**config.mk**
```make
export PLATFORM = sky130hd
export DESIGN_NAME = hvt_front
export DESIGN_NICKNAME = d
export VERILOG_FILES = /design/src/rtl/hvt_pkg.sv /design/src/rtl/hvt_front.sv
export SDC_FILE = /design/constraint.sdc
export NUM_CORES = 1
export LEC_CHECK = 0
export ABC_AREA = 1
export BUFFER_PORTS_ARGS = -buffer_cell sky130_fd_sc_hd__clkbuf_2
export CAP_MARGIN = 15
export CORE_AREA = 5 5 165 167
export DETAILED_ROUTE_END_ITERATION = 10
export DIE_AREA = 0 0 170 172
export PLACE_DENSITY = 0.61
export SYNTH_ARGS = -nofsm -noshare
export SYNTH_HDL_FRONTEND = slang
export SYNTH_SLANG_ARGS = --single-unit
```
**constraint.sdc**
```tcl
create_clock -name clock -period 8.8 [get_ports clock]
set_input_delay 1.32 -clock clock [delete_from_list [all_inputs] [get_ports clock]]
set_output_delay 1.32 -clock clock [all_outputs]
set_load 0.1 [all_outputs]
```
**src/rtl/hvt_pkg.sv**
```systemverilog
`timescale 1ns / 1ps
package hvt_pkg;
   localparam int WORD_BITS = 32;
   localparam int FRAC_BITS = 16;
   localparam int ACC_BITS = 2 * WORD_BITS + 2;
   localparam int NUM_BITS = WORD_BITS + FRAC_BITS;
   localparam logic [1:0] OP_LOAD = 2'd0;
   localparam logic [1:0] OP_POINT = 2'd1;
   localparam logic [1:0] OP_DIR = 2'd2;
   localparam logic [1:0] OP_UNUSED = 2'd3;
   localparam logic [WORD_BITS-1:0] ONE_Q = WORD_BITS'(1) << FRAC_BITS;

   typedef struct packed {
      logic [1:0] operation;
      logic [3:0] entry_index;
      logic signed [WORD_BITS-1:0] entry_value;
      logic signed [WORD_BITS-1:0] in_x;
      logic signed [WORD_BITS-1:0] in_y;
      logic signed [WORD_BITS-1:0] in_z;
   } item_type;

   typedef struct packed {
      logic signed [WORD_BITS-1:0] out_x;
      logic signed [WORD_BITS-1:0] out_y;
      logic signed [WORD_BITS-1:0] out_z;
      logic was_divided;
      logic saturated;
   } result_type;
endpackage

```
**src/rtl/hvt_front.sv**
```systemverilog
`timescale 1ns / 1ps
// Accepts requests, drops unused codes and holds a two-entry queue.
module hvt_front (
   input  logic clock,
   input  logic reset,
   input  logic in_valid,
   output logic in_ready,
   input  hvt_pkg::item_type in_item,
   output logic q_valid,
   input  logic q_ready,
   output hvt_pkg::item_type q_item
);
   hvt_pkg::item_type mem_ff [2];
   hvt_pkg::item_type mem_in [2];
   logic wp_ff, wp_in, rp_ff, rp_in;
   logic [1:0] cnt_ff, cnt_in;
   logic push, pop;

   assign in_ready = (cnt_ff != 2'd2);
   assign push = in_valid && in_ready && (in_item.operation != hvt_pkg::OP_UNUSED);
   assign q_valid = (cnt_ff != 2'd0);
   assign pop = q_valid && q_ready;
   assign q_item = mem_ff[rp_ff];

   always_comb begin
      mem_in = mem_ff;
      if (push) begin
         mem_in[wp_ff] = in_item;
      end
      wp_in = push ? ~wp_ff : wp_ff;
      rp_in = pop ? ~rp_ff : rp_ff;
      cnt_in = cnt_ff + 2'(push) - 2'(pop);
   end

   always_ff @(posedge clock) begin
      mem_ff <= mem_in;
      if (reset) begin
         wp_ff <= 1'b0;
         rp_ff <= 1'b0;
         cnt_ff <= 2'd0;
      end else begin
         wp_ff <= wp_in;
         rp_ff <= rp_in;
         cnt_ff <= cnt_in;
      end
   end
endmodule

```
-- Yosys cells after proc, flatten, opt, wreduce, memory -nomap -nowiden
Cells that the tools add are included.
- register bits after elaboration: 272
- latch bits: 0
- bits in writable memories: 0
- bits in read-only memories: 0
- word-level logic and storage cells: 37
- memories: 0
- add/subtract/negate cells: 2
- $mul: 0
- divide/modulo/power cells: 0
- magnitude comparators: 3
- equal/unequal tests: 2
- shift-type cells: 0
- mux-type cells: 6
- bitwise logic cells: 4
- reduce and logical (&&, ||, !) cells: 5
- operators with widths (cell ; count):
    134-bit 2-to-1 mux ; 4
    268-bit bitwise mux ; 1
    134-bit demux with 1-bit select ; 1
    2-bit >= comparator, second input constant ; 2
    1-bit logical AND ; 4
    2-bit != test, second input constant ; 2
    1-bit inverter with 2-bit output ; 2
    2-bit by 1-bit adder with 2-bit output ; 1
    2-bit by 1-bit < comparator with 1-bit output, second input constant ; 1
    1-bit inverter ; 2
    2-bit nonzero test ; 1
    2-bit by 1-bit subtractor with 2-bit output ; 1

-- Longest topological paths before layout
Gate-level depths: netlist of run 1.
- word-level depth: 6
- depth in mapped cells: 11
- gate-level depth less buffers: 11

-- Worst setup path before layout of run 1
No wires, ideal clock.
- kind: input to register
- start point: in in_item[132] (netlist bit)
- end point: reg mem_ff[134] (netlist bit) (enable)
- arrival: 7153 ps
- required time: 8170 ps
- setup slack: 1017 ps
- cell stages on the path: 3
- cells stage by stage: nand2_1 -> nand3_1 -> nor2_1
- cells in the longest elaborated chain, start to end: 2
- ends and longest elaborated chain (item ; RTL line ; RTL):
    from (decl) ; hvt_front.sv:8 ; input hvt_pkg::item_type in_item,
    2-bit != test ; hvt_front.sv:20 ; assign push = in_valid && in_ready && (in_item.operation != hvt_pkg::OP_UNUSED);
    1-bit logical AND ; hvt_front.sv:20 ;
    to (signal assigned) ; hvt_front.sv:36 ; mem_ff <= mem_in;
    to (decl) ; hvt_front.sv:13 ; hvt_pkg::item_type mem_ff [2];
Every way passes these cells.
A chain may end at the register's enable or synchronous reset.

==> key figures, run 1 <==
Outcome
  – Outcome: completed

Place
  – Gp weighted congestion: 0.7524
  – DP Wirelength: 13,390 µm
  – Placed insts: 1,051
  – Place WS: 4.634 ns
  – Port bufs: roughly 270

Pwr
  – Pwr dens: 366.3 mW/mm²
  – Clock power frac: 23.7%
  – Gate power share: 40.4%
  – Sw Ratio: between 40% and 50%
  – Register share of total power: 35.9%
  – Pint: 2.588 mW
  – Power Total: 4.623 mW
  – Leak: 4.813 nW
  – NetSw: between 2 and 2.5 mW
  – Worst VDD drop: 0.0003221 V

Critical path
  – Critical path class: flip-flop to output pin
  – Critical Path Source Type: flip-flop
  – R2R cell count: 6
  – Worst path max stage delay: slightly above 1 ns
  – Delay-heaviest family, CP: buffers and inverters
  – CP endpoint kind: output pin
  – Crit path launch: rp_ff$_SDFFE_PP0P_
  – Crit Path Max Fanout: between 70 and 80
  – Critical R2R Capture: mem_ff[238]$_DFFE_PP_
  – WP data required: 7.48 ns
  – Critical path, cell by cell: buf_4 -> mux2_2 -> clkbuf_2
  – Flop2flop setup slack: 5.91 ns
  – Reg-to-Reg Start: cnt_ff[0]$_SDFF_PP0_
  – Slowest CP cell: dfxtp_4
  – Worst Path Buf+Inv: 2
  – Critical path arrival: 3.31 ns

Routing
  – Vias: between 5k and 6k
  – Routed length per instance: 17.96 µm
  – Avg Vias per Cell: approximately 4.6
  – Drc violations: 0
  – DR iter-0 viols: around 240
  – Detail Route Antenna Nets: 0
  – 1st-pass router iterations: 4
  – Routed WL: 19,760 µm

Clock network
  – TritonCTS buffer count: 28
  – H-tree depth: 1
  – CTS sink cnt: around 270
  – # hold bufs at CTS: 0
  – Worst-Skew Late Latency: 0.53 ns
  – Clock Pin Slew Worst Setup and Hold Paths: 0.06 ns
  – Setup bufs post-CTS: 0
  – CTS tree: yes
  – PostCTS Resize Cnt: 0
  – Root Buffer: clkbuf_16
  – CTS max path bufs: 3

Cells and area
  – Most frequent cells in the layout: clkbuf_2 (273), edfxtp_1 (268), mux2_2 (96), mux2_4 (38), clkbuf_16 (29)
  – Commonest non-fill, non-tap cell in the layout: clkbuf_2
  – Diodes inserted: 0
  – Final net count: 886
  – Layout cells sized above 1: 58.69%
  – Area growth, synth to finish: 25.66%
  – Non-filler cells, final: 1,100

Global route
  – GRT Resource Usage Total: 12.84%
  – Global-route wire length before repair: 29,770 µm
  – Overflow after GRT: 0
  – Vias in the first global route: 5,560
  – Largest net degree at the start of global routing: 76
  – Number of antenna violations at the first check in global routing: 0

Timing
  – Final worst slack: 4.167 ns
  – Final Hold Viols: 0
  – Skew final: 0.01327 ns
  – Max frequency: 0.2158 GHz
  – Min Tclk post-route: roughly 4.6 ns
  – Setup_tns: 0 ns
  – Fin. max-slew vios: 0
  – Worst slew margin: 31.13%
  – RSZ-0062 raised after global routing: false
  – Worst-Margin Slew: 1.033 ns
  – Final period util: 52.65%
  – Setup violators final: 0

Run
  – Max Cap Viol: 0

Synth
  – Mapped cell area: 0.01004 mm²
  – Synth Instances: 454
  – Yosys cell types: 14
  – Syn Area/Cell: 22.12 µm²
  – Number of synthesized register bits: 272
  – Syn nets: around 590
  – Register area share after synthesis: approximately four fifths
  – Synth warnings: 0

Floorplan
  – Site row count: 59
  – Die W: 170 µm
  – Core footprint: 0.02562 mm²
  – Die Ht: 172 µm
  – IO Pins: 274
  – Starting Density: between 30 and 40%
  – Die Area: between 0.02 and 0.03 mm²

Min path
  – Hold Path Sink: wp_ff$_SDFFE_PP0N_
  – Hold Path Cell Cnt: 4
  – Hold Crit Class: flip-flop to flip-flop
  – Hold path startpoint: wp_ff$_SDFFE_PP0N_
==> cell families after synthesis <==
kind of cell,share of synthesized area [%]
DFF,80.92
AOI/OAI and AO/OA,0.1245
adders and majority gates,0.2491
and+or+nand+nor,0.7723
buffers and inverters,1.495
muxes,16.44
==> worst register-to-register path, delay by kind of cell, from the launching register on <==
family,cells,cell delay (ns)
buffers and inverters,3,1.66
AND/OR/NAND/NOR,3,0.38
flip-flops,1,0.37
==> per-layer routing <==
layer	global-route usage, %	vias to the layer above	share of wire [%]
met1	14.60	2531	37
met3	4.275	27	8.7
li1	-	2371	-
met2	23.32	177	53
met5	0	-	0
met4	3.403	0	1.7
==> metrics by stage <==
step	hold WS, ns	utilization, %	instance area, µm²
floorplan	0.5003	-	10040
global placement	0.5408	45.92	11760
detailed placement	0.5658	45.92	11760
CTS	0.5763	49.27	12620
global route	0.6557	49.27	12620
finish	0.5758	49.27	12620
==> state kept, by name, summed over array words and instances (netlist names) <==
register / count
mem_ff: 268
cnt_ff: 2
rp_ff: 1
wp_ff: 1
==> worst max path at each step <==
stage | slack [ns] | to | cells after the start
after global routing | 3.94 | q_item[91] | 3
after floorplan | 1.02 | mem_ff[134]$_DFFE_PP_ | 3
after global placement | 4.69 | q_item[94] | 3
after detailed placement | 4.63 | q_item[91] | 3
after CTS | 4.05 | q_item[91] | 3
final | 4.17 | q_item[32] | 3
==> synthesized netlist by cell type <==
cell | instances | area share [%]
edfxtp_1 | 268 | 80
mux2_2 | 96 | 11
mux2_4 | 38 | 5.7
inv_1 | 10 | 0.37
buf_2 | 9 | 0.45
nand2_1 | 9 | 0.34
buf_6 | 6 | 0.67
nor2_1 | 6 | 0.22
dfxtp_1 | 4 | 0.80
nand3_1 | 3 | 0.15
ha_1 | 2 | 0.25
a21oi_1 | 1 | 0.050
nand4_1 | 1 | 0.062
o21a_1 | 1 | 0.075
==> power groups by stage <==
stage / clock network, mW / registers, mW / logic, mW
finish: 1.10 / 1.66 / 1.87
global route: 1.20 / 1.67 / 1.92
CTS: 1.14 / 1.66 / 1.89
detailed placement: 0 / 1.69 / 1.88
global placement: 0 / 1.68 / 1.87
floorplan: 0 / 1.66 / 1.66
==> area by class of cell <==
class,instances,area [µm²]
clock buffers,37,755.7
clock inverters,12,102.6
fillers,2137,12990
inverters,10,42.54
multi-input cells,157,1774
flip-flops and latches,272,8132
well taps,335,419.2
repair buffers,277,1396
No activity file was read; power rests on OpenSTA's default activity.
==> run 2: changes to the inputs <==
--- a/config.mk
+++ b/config.mk
@@ -11,7 +11,7 @@
 export CORE_AREA = 5 5 165 167
 export DETAILED_ROUTE_END_ITERATION = 10
 export DIE_AREA = 0 0 170 172
-export PLACE_DENSITY = 0.61
+export PLACE_DENSITY = 0.63
 export SYNTH_ARGS = -nofsm -noshare
 export SYNTH_HDL_FRONTEND = slang
 export SYNTH_SLANG_ARGS = --single-unit
==> constraint.sdc (replaced) <==
create_clock -name clock -period 3.8 [get_ports clock]
set_input_delay 0.57 -clock clock [delete_from_list [all_inputs] [get_ports clock]]
set_output_delay 0.57 -clock clock [all_outputs]
set_load 0.1 [all_outputs]
==> run 2 against run 1 <==
  * Critical path type unchanged
  * Die area unchanged
  * Largest cell class unchanged
  * Largest power group unchanged
  * Worst hold slack got worse by 0.36 ns
  * Global-route usage is 0.071 points higher
  * Cell count up 0.64%
  * Sequential power up 130%
  * Register-to-register slack got worse by 4.2 ns
==> key figures, run 2 (synthesis results as in run 1) <==
Clock network
  – Root Buffer: clkbuf_16
  – CTS sink cnt: 272 (unchanged)
  – # hold bufs at CTS: 0 (unchanged)
  – H-tree depth: 1 (unchanged)
  – TritonCTS buffer count: 27 (-3.6%)
  – Worst-Skew Late Latency: 0.53 ns (about the same)
  – Clock Pin Slew Worst Setup and Hold Paths: 0.06 ns (about the same)
  – CTS tree: yes
  – PostCTS Resize Cnt: 0 (unchanged)
  – Setup bufs post-CTS: 0 (unchanged)
  – CTS max path bufs: 3 (unchanged)

Pwr
  – Leak: 4.837 nW (+0.50%)
  – Worst VDD drop: 0.0006208 V (+93%)
  – Pwr dens: 843.8 mW/mm² (+130%)
  – Power Total: 10.70 mW (+130%)

Cells and area
  – Diodes inserted: 0 (unchanged)
  – Area growth, synth to finish: 26.20%
  – Layout fillers: 2,139 (+0.094%)
  – Layout cells sized above 1: 59.72% (+1.0 points)
  – Top Registers: mem_ff x268, cnt_ff x2
  – Largest Register: mem_ff
  – Max FFs per register: 268 (unchanged)
  – Commonest non-fill, non-tap cell in the layout: clkbuf_2
  – Post-layout instance area: 0.01268 mm² (+0.43%)
  – Final net count: 891 (+0.56%)
  – Most frequent cells in the layout: clkbuf_2 (273), edfxtp_1 (268), mux2_2 (96), mux2_4 (38), clkbuf_16 (27)

Timing
  – Final worst slack: 0.7073 ns (-3.460 ns)
  – Worst-Margin Slew: 0.9617 ns (-0.07141 ns)
  – Skew final: 0.01463 ns (+0.001360 ns)
  – Final period util: 81.39%
  – Min Tclk post-route: 3.093 ns
  – Fin. max-slew vios: 0 (unchanged)
  – Setup_tns: 0 ns (unchanged)
  – Final Hold Viols: 0 (unchanged)
  – Worst slew margin: 35.89% (+4.8 points)
  – Setup violators final: 0 (unchanged)
  – Max frequency: 0.3233 GHz
  – RSZ-0062 raised after global routing: false

Floorplan
  – Die Area: 0.02924 mm² (unchanged)
  – Die Ht: 172 µm (unchanged)
  – Die W: 170 µm (unchanged)
  – Site row count: 59 (unchanged)
  – Starting Density: 39.21% (unchanged)
  – Core footprint: 0.02562 mm² (unchanged)
  – IO Pins: 274 (unchanged)

Routing
  – Drc violations: 0 (unchanged)
  – Routed length per instance: 17.90 µm (-0.34%)
  – Vias: 5,160 (+1.1%)
  – Routed WL: 19,820 µm (+0.30%)
  – 1st-pass router iterations: 4 (unchanged)
  – DR iter-0 viols: 219 (-9.1%)
  – Avg Vias per Cell: 4.661 (+0.42%)
  – Detail Route Antenna Nets: 0 (unchanged)

Critical path
  – Worst path max stage delay: 0.80 ns (-0.21 ns)
  – WP data required: 3.23 ns (-4.25 ns)
  – Critical path, cell by cell: buf_4 -> mux2_2 -> clkbuf_2
  – Slowest CP cell: dfxtp_4
  – Critical Path Source Type: flip-flop
  – Critical path class: flip-flop to output pin
  – Crit Path Max Fanout: 46 (-36%)
  – Critical path arrival: 2.52 ns (-0.79 ns)
  – CP endpoint kind: output pin

Min path
  – Hold Crit Class: input pin to flip-flop

Global route
  – GRT Resource Usage Total: 12.91% (+0.071 points)
  – Overflow after GRT: 0 (unchanged)
  – Global-route wire length before repair: 30,040 µm (+0.90%)
  – Largest net degree at the start of global routing: 74 (-2.6%)
  – Number of antenna violations at the first check in global routing: 1 (+1)
  – Vias in the first global route: 5,657 (+1.7%)

Place
  – DP Wirelength: 13,490 µm (+0.79%)
  – Port bufs: 273 (unchanged)
  – Placed cell area: 0.01184 mm² (+0.61%)
  – Place WS: 1.200 ns (-3.435 ns)
  – Gp weighted congestion: 0.7610 (+1.1%)

Outcome
  – Outcome: completed

Run
  – Max Cap Viol: 0 (unchanged)
[run 2: cell type report]
class                   instances  area, µm²  share of cell area [%]
multi-input cells             157       1777                   14.02
clock buffers                  28      679.4                   5.360
flip-flops and latches        272       8132                   64.15
well taps                     335      419.2                   3.307
repair buffers                283       1466                   11.57
inverters                      10      41.29                  0.3257
clock inverters                22      161.4                   1.273
[run 2: report_power, final]
group          leakage, nW  switching [mW]  internal, mW
sequential            2.51           0.135          3.68
clock                0.413            1.07          1.43
combinational         1.91            3.57         0.819
total                 4.84            4.77          5.93
[run 2: worst max-delay path, delay by kind of cell (launching register included)]
kind / cells / cell delay, ns
buffers and inverters: 2 / 0.80
DFF: 1 / 0.80
muxes: 1 / 0.38
[run 2: metal layers]
metal  part of all wire (%)  track usage, %  up-vias
met5                  0.071               0        -
met4                    2.4           3.993        2
met3                    8.7           3.864       37
met2                     49           21.58      199
met1                     40           16.37     2537
li1                       -               -     2385
[run 2: metrics by stage]
step           utilization [%]  std cells  hold WS [ns]
2_1_floorplan                -        454        0.5322
3_5_place_dp             46.20       1057        0.5613
3_3_place_gp             46.20       1057        0.5472
5_1_grt                  49.48       1107        0.1993
4_1_cts                  49.48       1107        0.1790
6_report                 49.48       1107        0.2178
[run 2: final timing paths]
kind	start	to	slack [ns]	depth (start not counted)
worst max-delay path	rp_ff$_SDFFE_PP0P_	q_item[28]	0.71	3
worst min-delay path	reset	cnt_ff[0]$_SDFF_PP0_	0.22	2
worst max register to register	cnt_ff[0]$_SDFF_PP0_	mem_ff[169]$_DFFE_PP_	1.71	5
worst min register to register	wp_ff$_SDFFE_PP0N_	wp_ff$_SDFFE_PP0N_	0.58	4
